--- config.mk ---
export PLATFORM = sky130hd
export DESIGN_NAME = ptp_offset_running_mean
export DESIGN_NICKNAME = d
export VERILOG_FILES = /design/src/rtl/ptpom_pkg.sv /design/src/rtl/ptpom_mul.sv /design/src/rtl/ptpom_div.sv /design/src/rtl/ptp_offset_running_mean.sv
export SDC_FILE = /design/constraint.sdc
export NUM_CORES = 2
export LEC_CHECK = 0
export BUFFER_PORTS_ARGS = -buffer_cell sky130_fd_sc_hd__buf_2
export CELL_PAD_IN_SITES_DETAIL_PLACEMENT = 0
export CELL_PAD_IN_SITES_GLOBAL_PLACEMENT = 2
export CORE_ASPECT_RATIO = 1.1
export CORE_MARGIN = 2
export CORE_UTILIZATION = 40
export CTS_CLUSTER_DIAMETER = 50
export CTS_CLUSTER_SIZE = 24
export DETAILED_ROUTE_END_ITERATION = 8
export GPL_ROUTABILITY_DRIVEN = 0
export GPL_TIMING_DRIVEN = 1
export PLACE_DENSITY = 0.82
export SYNTH_ARGS = -nofsm -noshare
export SYNTH_HDL_FRONTEND = slang
export SYNTH_SLANG_ARGS = --single-unit
--- constraint.sdc ---
create_clock -name clk -period 19.5 [get_ports clk]
set_clock_uncertainty 0.2 [all_clocks]
set_input_delay 2.925 -clock clk [delete_from_list [all_inputs] [get_ports clk]]
set_output_delay 2.925 -clock clk [all_outputs]
set_load 0.1 [all_outputs]
--- src/rtl/ptpom_pkg.sv ---
`timescale 1ns / 1ps
// ----------------------------------------------------------------------------
// ptpom_pkg - shared types and constants of the PTP offset running mean
// Field widths, stream packing, message kinds and fixed-point settings.
// ----------------------------------------------------------------------------
package ptpom_pkg;

  // Fixed-point and counter settings
  localparam int FRAC_BITS  = 16;
  localparam int COUNT_BITS = 32;

  // Field widths
  localparam int MODE_W     = 2;
  localparam int CAP_W      = 63;
  localparam int SEC_W      = 48;
  localparam int NSEC_W     = 30;
  localparam int ID_W       = 64;
  localparam int MEAN_W     = 64;
  localparam int OUT_MEAN_W = 48;
  localparam int MAG_W      = 48;
  localparam int WIDE_W     = 64;

  // Serial multiplier: seconds below the limit fit in this many bits
  localparam int MUL_BITS  = 34;
  localparam int MUL_CNT_W = $clog2(MUL_BITS);

  // Serial divider: one quotient bit per cycle
  localparam int DIV_W     = COUNT_BITS + 1;
  localparam int DIV_STEPS = WIDE_W;
  localparam int DIV_CNT_W = $clog2(DIV_STEPS);

  localparam logic [WIDE_W-1:0] NS_PER_S      = WIDE_W'(64'd1_000_000_000);
  localparam logic [SEC_W-1:0]  SECONDS_LIMIT = SEC_W'(64'd10_000_000_000);
  localparam logic [MAG_W-1:0]  DIFF_LIMIT    = MAG_W'(64'h0000_8000_0000_0000);
  localparam logic [MEAN_W-1:0] FRAC_MASK     = (MEAN_W'(1) << FRAC_BITS) - MEAN_W'(1);
  localparam logic [MEAN_W-1:0] POS_MAX       = {1'b0, {(MEAN_W-1){1'b1}}};

  // Input stream packing (tdata, lowest bit first)
  localparam int IN_CAP_LO  = 0;
  localparam int IN_SEC_LO  = IN_CAP_LO + CAP_W;
  localparam int IN_NSEC_LO = IN_SEC_LO + SEC_W;
  localparam int IN_ID_LO   = IN_NSEC_LO + NSEC_W;
  localparam int IN_BITS    = IN_ID_LO + ID_W;
  localparam int IN_DATA_W  = ((IN_BITS + 7) / 8) * 8;

  // Result stream packing (tdata, lowest bit first)
  localparam int OUT_INFO_BIT  = 0;
  localparam int OUT_MEAN_LO   = 1;
  localparam int OUT_KNOWN_BIT = OUT_MEAN_LO + OUT_MEAN_W;
  localparam int OUT_TWO_BIT   = OUT_KNOWN_BIT + 1;
  localparam int OUT_MVAL_BIT  = OUT_TWO_BIT + 1;
  localparam int OUT_ID_LO     = OUT_MVAL_BIT + 1;
  localparam int OUT_BITS      = OUT_ID_LO + ID_W;
  localparam int OUT_DATA_W    = ((OUT_BITS + 7) / 8) * 8;

  typedef enum logic [MODE_W-1:0] {
    MODE_SYNC     = 2'd0,
    MODE_FOLLOWUP = 2'd1,
    MODE_ANNOUNCE = 2'd2,
    MODE_OTHER    = 2'd3
  } mode_t;

endpackage

--- src/rtl/ptpom_mul.sv ---
`timescale 1ns / 1ps
// ----------------------------------------------------------------------------
// ptpom_mul - bit-serial seconds to nanoseconds converter
// Forms seconds * 10^9 + nanoseconds, one multiplier bit per cycle.
// ----------------------------------------------------------------------------
module ptpom_mul (
  input  logic                                clk,
  input  logic                                rst_n,
  input  logic                                start,
  input  logic [ptpom_pkg::MUL_BITS-1:0]      seconds,
  input  logic [ptpom_pkg::NSEC_W-1:0]        nanoseconds,
  output logic                                done,
  output logic [ptpom_pkg::WIDE_W-1:0]        product
);

  logic                               busy_r, busy_nxt;
  logic                               done_r, done_nxt;
  logic [ptpom_pkg::MUL_CNT_W-1:0]    cnt_r, cnt_nxt;
  logic [ptpom_pkg::MUL_BITS-1:0]     mplr_r, mplr_nxt;
  logic [ptpom_pkg::WIDE_W-1:0]       mcand_r, mcand_nxt;
  logic [ptpom_pkg::WIDE_W-1:0]       acc_r, acc_nxt;

  always_comb begin
    busy_nxt  = busy_r;
    done_nxt  = 1'b0;
    cnt_nxt   = cnt_r;
    mplr_nxt  = mplr_r;
    mcand_nxt = mcand_r;
    acc_nxt   = acc_r;
    if (start) begin
      busy_nxt  = 1'b1;
      cnt_nxt   = ptpom_pkg::MUL_CNT_W'(ptpom_pkg::MUL_BITS - 1);
      mplr_nxt  = seconds;
      mcand_nxt = ptpom_pkg::NS_PER_S;
      acc_nxt   = ptpom_pkg::WIDE_W'(nanoseconds);
    end else if (busy_r) begin
      // add the shifted constant where the seconds bit is set, then advance
      if (mplr_r[0]) begin
        acc_nxt = acc_r + mcand_r;
      end
      mplr_nxt  = mplr_r >> 1;
      mcand_nxt = mcand_r << 1;
      cnt_nxt   = cnt_r - ptpom_pkg::MUL_CNT_W'(1);
      if (cnt_r == '0) begin
        busy_nxt = 1'b0;
        done_nxt = 1'b1;
      end
    end
  end

  always_ff @(posedge clk) begin
    if (!rst_n) begin
      busy_r <= 1'b0;
      done_r <= 1'b0;
    end else begin
      busy_r <= busy_nxt;
      done_r <= done_nxt;
    end
    cnt_r   <= cnt_nxt;
    mplr_r  <= mplr_nxt;
    mcand_r <= mcand_nxt;
    acc_r   <= acc_nxt;
  end

  assign done    = done_r;
  assign product = acc_r;

endmodule

--- src/rtl/ptpom_div.sv ---
`timescale 1ns / 1ps
// ----------------------------------------------------------------------------
// ptpom_div - bit-serial restoring divider
// Unsigned 64-bit dividend over the sample count, one quotient bit per cycle.
// ----------------------------------------------------------------------------
module ptpom_div (
  input  logic                               clk,
  input  logic                               rst_n,
  input  logic                               start,
  input  logic [ptpom_pkg::WIDE_W-1:0]       dividend,
  input  logic [ptpom_pkg::DIV_W-1:0]        divisor,
  output logic                               done,
  output logic [ptpom_pkg::WIDE_W-1:0]       quotient
);

  logic                               busy_r, busy_nxt;
  logic                               done_r, done_nxt;
  logic [ptpom_pkg::DIV_CNT_W-1:0]    cnt_r, cnt_nxt;
  logic [ptpom_pkg::DIV_W-1:0]        dsor_r, dsor_nxt;
  logic [ptpom_pkg::DIV_W-1:0]        rem_r, rem_nxt;
  logic [ptpom_pkg::WIDE_W-1:0]       quo_r, quo_nxt;
  logic [ptpom_pkg::DIV_W:0]          trial;
  logic                               fits;

  // shift the next dividend bit into the partial remainder
  assign trial = {rem_r, quo_r[ptpom_pkg::WIDE_W-1]};
  assign fits  = (trial >= {1'b0, dsor_r});

  always_comb begin
    busy_nxt = busy_r;
    done_nxt = 1'b0;
    cnt_nxt  = cnt_r;
    dsor_nxt = dsor_r;
    rem_nxt  = rem_r;
    quo_nxt  = quo_r;
    if (start) begin
      busy_nxt = 1'b1;
      cnt_nxt  = ptpom_pkg::DIV_CNT_W'(ptpom_pkg::DIV_STEPS - 1);
      dsor_nxt = divisor;
      rem_nxt  = '0;
      quo_nxt  = dividend;
    end else if (busy_r) begin
      rem_nxt = fits ? ptpom_pkg::DIV_W'(trial - {1'b0, dsor_r})
                     : ptpom_pkg::DIV_W'(trial);
      quo_nxt = {quo_r[ptpom_pkg::WIDE_W-2:0], fits};
      cnt_nxt = cnt_r - ptpom_pkg::DIV_CNT_W'(1);
      if (cnt_r == '0) begin
        busy_nxt = 1'b0;
        done_nxt = 1'b1;
      end
    end
  end

  always_ff @(posedge clk) begin
    if (!rst_n) begin
      busy_r <= 1'b0;
      done_r <= 1'b0;
    end else begin
      busy_r <= busy_nxt;
      done_r <= done_nxt;
    end
    cnt_r  <= cnt_nxt;
    dsor_r <= dsor_nxt;
    rem_r  <= rem_nxt;
    quo_r  <= quo_nxt;
  end

  assign done     = done_r;
  assign quotient = quo_r;

endmodule

--- src/rtl/ptp_offset_running_mean.sv ---
`timescale 1ns / 1ps
// ----------------------------------------------------------------------------
// ptp_offset_running_mean - running mean of the PTP master-to-capture offset
// Takes one PTPv2 message per transfer and returns one status transfer.
// ----------------------------------------------------------------------------
//
// Channel  Direction  tdata (low bit first)                          tuser
// in_      slave      capture_time_ns, origin_seconds,               mode
//                     origin_nanoseconds, source_identity
// out_     master     has_info, mean_offset_ns, step_mode_known,     -
//                     two_step_flag, master_valid, master_clock_id
//
// Sequence: a fold runs the bit-serial seconds multiplier, the difference, the sample,
// the span, the serial divider, the mean update and the output load, in that order. An
// origin at or beyond the seconds limit skips the multiplier and the difference; any
// other message goes straight to the output load. Stalls: in_tready is high only
// while idle; a waiting result lets the next message in, and that message's result
// holds until out_tready. Reset clears the sequencer, kept state and out_tvalid only.
// ----------------------------------------------------------------------------
module ptp_offset_running_mean (
  input  logic                                 clk,
  input  logic                                 rst_n,
  // capture_time_ns, origin_seconds, origin_nanoseconds, source_identity
  input  logic [ptpom_pkg::IN_DATA_W-1:0]      in_tdata,
  // mode
  input  logic [ptpom_pkg::MODE_W-1:0]         in_tuser,
  input  logic                                 in_tvalid,
  output logic                                 in_tready,
  // has_info, mean_offset_ns, step_mode_known, two_step_flag,
  // master_valid, master_clock_id
  output logic [ptpom_pkg::OUT_DATA_W-1:0]     out_tdata,
  output logic                                 out_tvalid,
  input  logic                                 out_tready
);

  // One-hot sequencer
  typedef enum logic [7:0] {
    S_IDLE = 8'b0000_0001,
    S_MUL  = 8'b0000_0010,
    S_DIFF = 8'b0000_0100,
    S_XVAL = 8'b0000_1000,
    S_SPAN = 8'b0001_0000,
    S_DIV  = 8'b0010_0000,
    S_UPD  = 8'b0100_0000,
    S_OUT  = 8'b1000_0000
  } state_t;

  state_t state_r, state_nxt;

  // Persistent state
  logic                                 seen_r, seen_nxt;
  logic                                 sync_stored_r, sync_stored_nxt;
  logic [ptpom_pkg::CAP_W-1:0]          sync_cap_r, sync_cap_nxt;
  logic [ptpom_pkg::COUNT_BITS-1:0]     count_r, count_nxt;
  logic [ptpom_pkg::MEAN_W-1:0]         mean_r, mean_nxt;
  logic [ptpom_pkg::ID_W-1:0]           gm_id_r, gm_id_nxt;
  logic                                 master_seen_r, master_seen_nxt;
  logic                                 step_known_r, step_known_nxt;
  logic                                 two_step_r, two_step_nxt;

  // Per-fold working registers
  logic [ptpom_pkg::CAP_W-1:0]          cap_r, cap_nxt;
  logic [ptpom_pkg::MAG_W-1:0]          mag_r, mag_nxt;
  logic                                 neg_r, neg_nxt;
  logic [ptpom_pkg::MEAN_W-1:0]         x_r, x_nxt;
  logic                                 ge_r, ge_nxt;

  // Output register
  logic                                 out_valid_r, out_valid_nxt;
  logic [ptpom_pkg::OUT_DATA_W-1:0]     out_data_r, out_data_nxt;

  // Input field views
  ptpom_pkg::mode_t                     in_mode;
  logic [ptpom_pkg::CAP_W-1:0]          in_cap;
  logic [ptpom_pkg::SEC_W-1:0]          in_sec;
  logic [ptpom_pkg::NSEC_W-1:0]         in_nsec;
  logic [ptpom_pkg::ID_W-1:0]           in_id;
  logic                                 in_fire;

  assign in_mode = ptpom_pkg::mode_t'(in_tuser);
  assign in_cap  = in_tdata[ptpom_pkg::IN_SEC_LO-1:ptpom_pkg::IN_CAP_LO];
  assign in_sec  = in_tdata[ptpom_pkg::IN_NSEC_LO-1:ptpom_pkg::IN_SEC_LO];
  assign in_nsec = in_tdata[ptpom_pkg::IN_ID_LO-1:ptpom_pkg::IN_NSEC_LO];
  assign in_id   = in_tdata[ptpom_pkg::IN_BITS-1:ptpom_pkg::IN_ID_LO];
  assign in_fire = in_tvalid && in_tready;

  // Units
  logic                                 mul_start, mul_done;
  logic [ptpom_pkg::WIDE_W-1:0]         origin_ns;
  logic                                 div_start, div_done;
  logic [ptpom_pkg::WIDE_W-1:0]         span, quot;
  logic [ptpom_pkg::DIV_W-1:0]          div_by;

  ptpom_mul u_mul (
    .clk         (clk),
    .rst_n       (rst_n),
    .start       (mul_start),
    .seconds     (in_sec[ptpom_pkg::MUL_BITS-1:0]),
    .nanoseconds (in_nsec),
    .done        (mul_done),
    .product     (origin_ns)
  );

  ptpom_div u_div (
    .clk      (clk),
    .rst_n    (rst_n),
    .start    (div_start),
    .dividend (span),
    .divisor  (div_by),
    .done     (div_done),
    .quotient (quot)
  );

  // Difference of capture and origin, both directions, then pick one
  logic [ptpom_pkg::WIDE_W-1:0] cap_wide, d_fwd, d_rev, d_mag;
  logic                         d_neg, d_over;

  assign cap_wide = ptpom_pkg::WIDE_W'(cap_r);
  assign d_neg    = (cap_wide < origin_ns);
  assign d_fwd    = cap_wide - origin_ns;
  assign d_rev    = origin_ns - cap_wide;
  assign d_mag    = d_neg ? d_rev : d_fwd;
  assign d_over   = (d_mag > ptpom_pkg::WIDE_W'(ptpom_pkg::DIFF_LIMIT));

  // Scale the magnitude to the fixed-point grid and clamp the positive top
  logic [ptpom_pkg::MAG_W+ptpom_pkg::FRAC_BITS-1:0] xf_scaled;
  logic [ptpom_pkg::MEAN_W-1:0]                     xf;

  assign xf_scaled = {mag_r, ptpom_pkg::FRAC_BITS'(0)};
  always_comb begin
    xf = ptpom_pkg::MEAN_W'(xf_scaled);
    if (!neg_r && xf[ptpom_pkg::MEAN_W-1]) begin
      xf = ptpom_pkg::POS_MAX;
    end
  end

  // Signed order of sample against mean, and the unsigned span between them
  logic x_ge_mean;
  assign x_ge_mean = ($signed(x_r) >= $signed(mean_r));
  assign span      = x_ge_mean ? (x_r - mean_r) : (mean_r - x_r);
  assign div_by    = ptpom_pkg::DIV_W'(count_r) + ptpom_pkg::DIV_W'(1);

  // Mean truncated toward zero
  logic [ptpom_pkg::MEAN_W-1:0] mean_shift, mean_int;
  assign mean_shift = ptpom_pkg::MEAN_W'($signed(mean_r) >>> ptpom_pkg::FRAC_BITS);
  assign mean_int   = (mean_r[ptpom_pkg::MEAN_W-1] && |(mean_r & ptpom_pkg::FRAC_MASK))
                      ? mean_shift + ptpom_pkg::MEAN_W'(1) : mean_shift;

  logic out_free;
  assign out_free  = !out_valid_r || out_tready;
  assign in_tready = (state_r == S_IDLE);

  always_comb begin
    state_nxt       = state_r;
    seen_nxt        = seen_r;
    sync_stored_nxt = sync_stored_r;
    sync_cap_nxt    = sync_cap_r;
    count_nxt       = count_r;
    mean_nxt        = mean_r;
    gm_id_nxt       = gm_id_r;
    master_seen_nxt = master_seen_r;
    step_known_nxt  = step_known_r;
    two_step_nxt    = two_step_r;
    cap_nxt         = cap_r;
    mag_nxt         = mag_r;
    neg_nxt         = neg_r;
    x_nxt           = x_r;
    ge_nxt          = ge_r;
    out_valid_nxt   = out_valid_r;
    out_data_nxt    = out_data_r;
    mul_start       = 1'b0;
    div_start       = 1'b0;

    // drop the held result once taken
    if (out_valid_r && out_tready) begin
      out_valid_nxt = 1'b0;
    end

    unique case (state_r)
      S_IDLE: begin
        if (in_fire) begin
          seen_nxt  = 1'b1;
          state_nxt = S_OUT;
          unique case (in_mode)
            ptpom_pkg::MODE_SYNC: begin
              step_known_nxt = 1'b1;
              if (in_sec == '0) begin
                // two-step sync: hold the capture time for the follow-up
                sync_cap_nxt    = in_cap;
                sync_stored_nxt = 1'b1;
                two_step_nxt    = 1'b1;
              end else begin
                two_step_nxt = 1'b0;
                cap_nxt      = in_cap;
                state_nxt    = S_MUL;
              end
            end
            ptpom_pkg::MODE_FOLLOWUP: begin
              step_known_nxt = 1'b1;
              two_step_nxt   = 1'b1;
              if (sync_stored_r) begin
                cap_nxt   = sync_cap_r;
                state_nxt = S_MUL;
              end
            end
            ptpom_pkg::MODE_ANNOUNCE: begin
              gm_id_nxt       = in_id;
              master_seen_nxt = 1'b1;
            end
            ptpom_pkg::MODE_OTHER: begin
            end
            default: begin
            end
          endcase
          if (state_nxt == S_MUL) begin
            if (in_sec >= ptpom_pkg::SECONDS_LIMIT) begin
              // origin far in the future: saturate without converting
              neg_nxt   = 1'b1;
              mag_nxt   = ptpom_pkg::DIFF_LIMIT;
              state_nxt = S_XVAL;
            end else begin
              mul_start = 1'b1;
            end
          end
        end
      end
      S_MUL: begin
        if (mul_done) begin
          state_nxt = S_DIFF;
        end
      end
      S_DIFF: begin
        neg_nxt   = d_neg;
        mag_nxt   = d_over ? ptpom_pkg::DIFF_LIMIT : ptpom_pkg::MAG_W'(d_mag);
        state_nxt = S_XVAL;
      end
      S_XVAL: begin
        x_nxt     = neg_r ? (ptpom_pkg::MEAN_W'(0) - xf) : xf;
        state_nxt = S_SPAN;
      end
      S_SPAN: begin
        ge_nxt    = x_ge_mean;
        div_start = 1'b1;
        state_nxt = S_DIV;
      end
      S_DIV: begin
        if (div_done) begin
          state_nxt = S_UPD;
        end
      end
      S_UPD: begin
        mean_nxt = ge_r ? (mean_r + quot) : (mean_r - quot);
        if (!(&count_r)) begin
          count_nxt = count_r + ptpom_pkg::COUNT_BITS'(1);
        end
        state_nxt = S_OUT;
      end
      S_OUT: begin
        // hold until the output register is free, then load the result
        if (out_free) begin
          out_valid_nxt = 1'b1;
          out_data_nxt  = '0;
          out_data_nxt[ptpom_pkg::OUT_INFO_BIT] = seen_r;
          out_data_nxt[ptpom_pkg::OUT_KNOWN_BIT-1:ptpom_pkg::OUT_MEAN_LO] =
            mean_int[ptpom_pkg::OUT_MEAN_W-1:0];
          out_data_nxt[ptpom_pkg::OUT_KNOWN_BIT] = step_known_r;
          out_data_nxt[ptpom_pkg::OUT_TWO_BIT]   = step_known_r && two_step_r;
          out_data_nxt[ptpom_pkg::OUT_MVAL_BIT]  = master_seen_r;
          out_data_nxt[ptpom_pkg::OUT_BITS-1:ptpom_pkg::OUT_ID_LO] =
            master_seen_r ? gm_id_r : '0;
          state_nxt = S_IDLE;
        end
      end
      default: begin
        state_nxt = S_IDLE;
      end
    endcase
  end

  always_ff @(posedge clk) begin
    if (!rst_n) begin
      state_r       <= S_IDLE;
      seen_r        <= 1'b0;
      sync_stored_r <= 1'b0;
      sync_cap_r    <= '0;
      count_r       <= '0;
      mean_r        <= '0;
      gm_id_r       <= '0;
      master_seen_r <= 1'b0;
      step_known_r  <= 1'b0;
      two_step_r    <= 1'b0;
      out_valid_r   <= 1'b0;
    end else begin
      state_r       <= state_nxt;
      seen_r        <= seen_nxt;
      sync_stored_r <= sync_stored_nxt;
      sync_cap_r    <= sync_cap_nxt;
      count_r       <= count_nxt;
      mean_r        <= mean_nxt;
      gm_id_r       <= gm_id_nxt;
      master_seen_r <= master_seen_nxt;
      step_known_r  <= step_known_nxt;
      two_step_r    <= two_step_nxt;
      out_valid_r   <= out_valid_nxt;
    end
    cap_r      <= cap_nxt;
    mag_r      <= mag_nxt;
    neg_r      <= neg_nxt;
    x_r        <= x_nxt;
    ge_r       <= ge_nxt;
    out_data_r <= out_data_nxt;
  end

  assign out_tvalid = out_valid_r;
  assign out_tdata  = out_data_r;

endmodule

After elaboration in Yosys (flattened, before gate mapping):

Cells that the tools add are included.

* logic and storage cells: 163
* input port bits: 214
* output and inout port bits: 122
* register bits after elaboration: 829

* reduce and logical (&&, ||, !) cells: 34
* add/subtract/negate cells: 14
* muxes and demuxes: 56
* $lt $le $gt $ge: 5
* equality and inequality tests: 19
* bitwise operators: 4

Operators by type and width (count)
* 2-to-1 mux 64 bit: 7
* 2-to-1 mux 48 bit: 5
* subtractor 64 bit: 3
* adder 64 bit: 2
* 2-to-1 mux 63 bit: 2
* case mux 63 bit (2 select lines): 1
* case mux 48 bit (2 select lines): 1
* 2-to-1 mux 30 bit: 3
* 2-to-1 mux 8 bit: 10
* 2-to-1 mux 34 bit: 2
* >= comparator 64 bit: 1
* > comparator 64 x 48 -> 1 bit (second input constant): 1
* less-than comparator 63 x 64 -> 1 bit: 1
* case mux 8 bit (8 select lines): 1
* subtractor 1 x 64 -> 64 bit (first input constant): 1
* subtractor 63 x 64 -> 64 bit: 1
* subtractor 64 x 63 -> 64 bit: 1
* adder 48 x 2 -> 48 bit (second input constant): 1
* >= comparator 48 x 34 -> 1 bit (second input constant): 1
* zero test 48 bit: 1
* >= comparator 34 x 33 -> 1 bit: 1
* adder 32 x 1 -> 33 bit (second input constant): 1
* 2-to-1 mux 33 bit: 1
* subtractor 33 bit: 1
* 32 further kinds: 82

Longest topological paths before layout:

* word-level depth: 11
* gate-level depth with buffers: 26
* gate-level depth less buffers: 25

By module:

A second synthesis with hierarchy kept.

* cells, all modules: 6929
* area, all modules: 58593.7 µm²

Modules (own cells, without submodules)
* ptp_offset_running_mean: seq. area each 13092.6 µm², area each 41995.3 µm², cells an instance 5278, times used 1
* ptpom_mul: seq. area each 3863.7 µm², area each 9138.8 µm², cells an instance 965, times used 1
* ptpom_div: seq. area each 3733.6 µm², area each 7459.7 µm², cells an instance 686, times used 1

Least setup slack after synthesis:

No wires, ideal clock.

* kind: input to register
* from: input out_tready
* to: register out_data_r (netlist bit out_tdata[0]), enable pin
* arrival time: 8.170 ns
* path slack: 10.526 ns
* required time: 18.696 ns
* stages on the path: 2
* cells stage by stage: nand2b_1 > nor2b_1

* cells in the longest elaborated chain, start to end: 2

Ends and longest elaborated chain
* start: declaration: RTL line ptp_offset_running_mean.sv:33 `input logic out_tready`
* logical OR 1 bit: RTL line ptp_offset_running_mean.sv:150 `assign out_free = !out_valid_r || out_tready;`
* AND reduction 2 bit (no line)
* end signal: assignment: RTL line ptp_offset_running_mean.sv:311 `out_data_r <= out_data_nxt;`
* end: declaration: RTL line ptp_offset_running_mean.sv:70 `logic [ptpom_pkg::OUT_DATA_W-1:0] out_data_r, out_data_nxt;`

No other way between the ends.
A chain may end at the register's enable or synchronous reset.

Worst setup path in the final report:

* from: register u_div.quo_r (netlist bit u_div.quotient[6])
* to: register mean_r[63] in the netlist's numbering

* cells in the longest elaborated chain, start to end: 2

Ends and longest elaborated chain
* start: declaration: RTL line ptpom_div.sv:21 `logic [ptpom_pkg::WIDE_W-1:0] quo_r, quo_nxt;`
* start signal: assignment: RTL line ptpom_div.sv:65 `quo_r <= quo_nxt;`
* subtractor 64 bit or adder 64 bit (tied branches): RTL line ptp_offset_running_mean.sv:252 `mean_nxt = ge_r ? (mean_r + quot) : (mean_r - quot);`
* 2-to-1 mux 64 bit *: RTL line ptp_offset_running_mean.sv:252
* end signal: assignment: RTL line ptp_offset_running_mean.sv:299 `mean_r <= mean_nxt;`
* end: declaration: RTL line ptp_offset_running_mean.sv:55 `logic [ptpom_pkg::MEAN_W-1:0] mean_r, mean_nxt;`

Every way passes the cells marked *; elsewhere a longest branch is shown, timed or not.

==> impl_metrics.yaml <==
timing:
  clock.fmax_mhz: 137
  tightest_slew_ps: 1120
  timing.final.crit_period_ps: 7290
  setup_tns_ps: 0
  period_share_pct: 37.4
  final_hold_viol_count: 0
  setup-violations-final: 0
  whs_ps: 256
  maxSlewHeadroom_pct: 25.2
  maxSlewViolCount: 0
  rsz0062_at_grt: "false"
final_layout:
  fillers: 14044
  regArea_mm2: 0.0207
  final_cell_mix: "872 x nand2_1, 614 x a21oi_1, 493 x nor2_1"
  final_common_cell: "nand2_1"
  drive_gt1_share_pct: 10.3
  syn_to_final_growth_pct: 12.6
  nets: 7499
  multi_input_area_mm2: 0.0334
  design_area_mm2: 0.0640
clock_network:
  cts.clk_slew.worst_paths_ps: 80
  cts.repair.resized: 0
  clockRootBuffer: "clkbuf_16"
  cts.sinks: 814
  cts_buffers: 106
  cts_setup_buffers: 0
  cts_tree: "yes"
  htreeDepth: 3
  postCtsHoldBufs: 0
  clockBufferDepth: 3
  clkLatencyLatePin_ps: 760
die:
  initial_core_util_pct: 40.2
  io_pins: 336
  core_area_mm2: 0.142
  fp.dieW_um: 363
  die_h_um: 399
  die_area_mm2: 0.145
  num_rows: 145
global_route:
  grt_max_degree: 107
  use_met1_pct: 30.0
  grt_pass1_vias: 46818
  track_usage_pct: 23.5
  met2_usage_pct: 41.1
  met3_usage_pct: 2.35
  antenna_found_initial: 8
  top_usage_layer: "met2"
  grt_overflow_total: 0
  grt_pass1_wl_um: 270000
detailed_routing:
  antenna_left: 0
  drt-wirelength-per-cell_um: 19.7
  wirelength_um: 173000
  via_per_inst: 5.43
  drc: 0
  drt_iter0_drc: 3023
  drtPass1Iterations: 5
  via_count: 47846
worst_setup_path:
  critPathArrivalTime_ps: 7760
  crit_path_start_kind: "flip-flop"
  required_ps: 19970
  path_class: "flip-flop to flip-flop"
  path_max_fanout: 6
  critPathCaptureType: "flip-flop"
power:
  power.density_mw_per_mm2: 75.8
  ir_drop_uv: 66.7
  p_leak_nw: 26.3
outcome:
  status: "completed"
job:
  drv_cap: 0
synth:
  synth_edf_count: 439
  netlist_instances: 6697
  netlist-cell-type-count: 93
  yosysWarnings: 0
  async_reset_ff_share_pct: 0
  synth_ff_type: "edfxtp_1"
  ys_seq_elements: 814
  ys_seq_area_share_pct: 36.4
  syn_area_per_cell_um2: 8.48
  syn_area_mm2: 0.0568
worst_hold_path:
  hold_class: "flip-flop to flip-flop"
place:
  place_area_mm2: 0.0599
  hpwl_um: 133000
  port-buffer-count: 328
## Yosys cell counts (all sizes together) (20+ instances only)
library cell,instances,share of area (%)
a211oi,61,0.81
a21boi,165,2.2
a21o,241,3.2
a21oi,615,5.4
a31oi,63,0.70
and2,173,1.9
and3,64,0.70
and4,21,0.32
buf,44,0.45
clkbuf,276,1.8
dfxtp,375,13
edfxtp,439,23
ha,411,9.1
inv,393,2.6
mux2,70,1.4
mux2i,112,2.0
nand2,875,5.8
nand2b,51,0.56
nand3,95,0.84
nand4,99,1.1
nor2,509,3.4
nor2b,40,0.44
nor3,131,1.2
nor4,52,0.60
o211ai,31,0.43
o21a,59,0.79
o21ai,410,3.6
o21bai,87,1.1
o31ai,26,0.34
or2,20,0.22
or3,33,0.36
xnor2,245,3.8
xor2,200,3.1
## critical path, stage by stage, from the launching register on
cell and delay, ps:
edfxtp_1 420, or4_1 620, nor3_1 210, and2_1 290
and3_1 290, nand2_1 190, nor2_1 330, nand2_1 350
nor2_1 400, nor2_1 90, xnor2_1 170, ha_1 360
and3_1 210, and4_1 210, o211ai_1 150, a21oi_1 420
a41oi_1 180, nor2_1 540, a31oi_1 370, o21bai_1 340
a211oi_1 200, or3_1 380, nand4_1 120, mux2i_1 170
## power by group
group | switching [mW] | total [mW] | internal, mW
clock network | 0.928 | 2.17 | 1.24
logic | 0.513 | 0.791 | 0.279
registers | 0.0424 | 1.89 | 1.85
total | 1.48 | 4.85 | 3.37
## cell families after synthesis
kind of cell / count (synthesis) / share of synthesized area, %
and+or+nand+nor: 2220 / 18.3
AOI/OAI and AO/OA: 1903 / 20.9
DFF: 814 / 36.4
buffers and inverters: 714 / 4.88
xor gates and xnor gates: 445 / 6.86
adders and majority gates: 418 / 9.30
muxes: 182 / 3.36
other: 1 / 0.00660
## flip-flops by register name (all words and copies together), names as in the netlist, 6 cells and up
name	count
cap_r	63
count_r	32
gm_id_r	64
mag_r	48
mean_r	64
out_tdata	116
state_r	8
sync_cap_r	63
u_div.cnt_r	6
u_div.dsor_r	33
u_div.quotient	64
u_div.rem_r	33
u_mul.cnt_r	6
u_mul.mcand_r	55
u_mul.mplr_r	34
u_mul.product	64
x_r	49
## routing by layer
layer	vias to the layer above	share of wire, %
met2	961	48
met3	255	3.5
met5	-	0
li1	24106	-
met4	0	3.4
met1	22524	45
## final cells by class
cell class | count | area share (%)
Multi-Input combinational cell | 5172 | 52.3
Sequential cell | 814 | 32.4
Clock buffer | 113 | 4.25
Tap cell | 1837 | 3.59
Timing Repair Buffer | 379 | 3.17
Inverter | 394 | 2.32
Clock inverter | 89 | 2.01
Antenna cell | 8 | 0.0313
## path summary, 6_finish.rpt
| check | from | end | slack [ps] | depth (start not counted) |
|---|---|---|---|---|
| min reg2reg | step_known_r$_SDFFE_PN0P_ | out_tdata[49]$_DFFE_PP_ | 260 | 0 |
| min | step_known_r$_SDFFE_PN0P_ | out_tdata[49]$_DFFE_PP_ | 260 | 0 |
| max | u_div.quotient[6]$_DFFE_PP_ | mean_r[63]$_SDFFE_PN0N_ | 12210 | 23 |
| max reg2reg | u_div.quotient[6]$_DFFE_PP_ | mean_r[63]$_SDFFE_PN0N_ | 12210 | 23 |
## through the flow
| step | setup WS [ps] | instances | util [%] | power, mW |
|---|---|---|---|---|
| floorplan | 10530 | 6700 | - | 2.50 |
| global placement | 12160 | 8596 | 42.4 | 2.71 |
| detailed placement | 12170 | 8596 | 42.4 | 2.72 |
| CTS | 12250 | 8798 | 45.2 | 4.91 |
| global route | 11820 | 8804 | 45.2 | 5.05 |
| finish | 12210 | 8806 | 45.2 | 4.85 |
(Power assumes the default switching activity.)
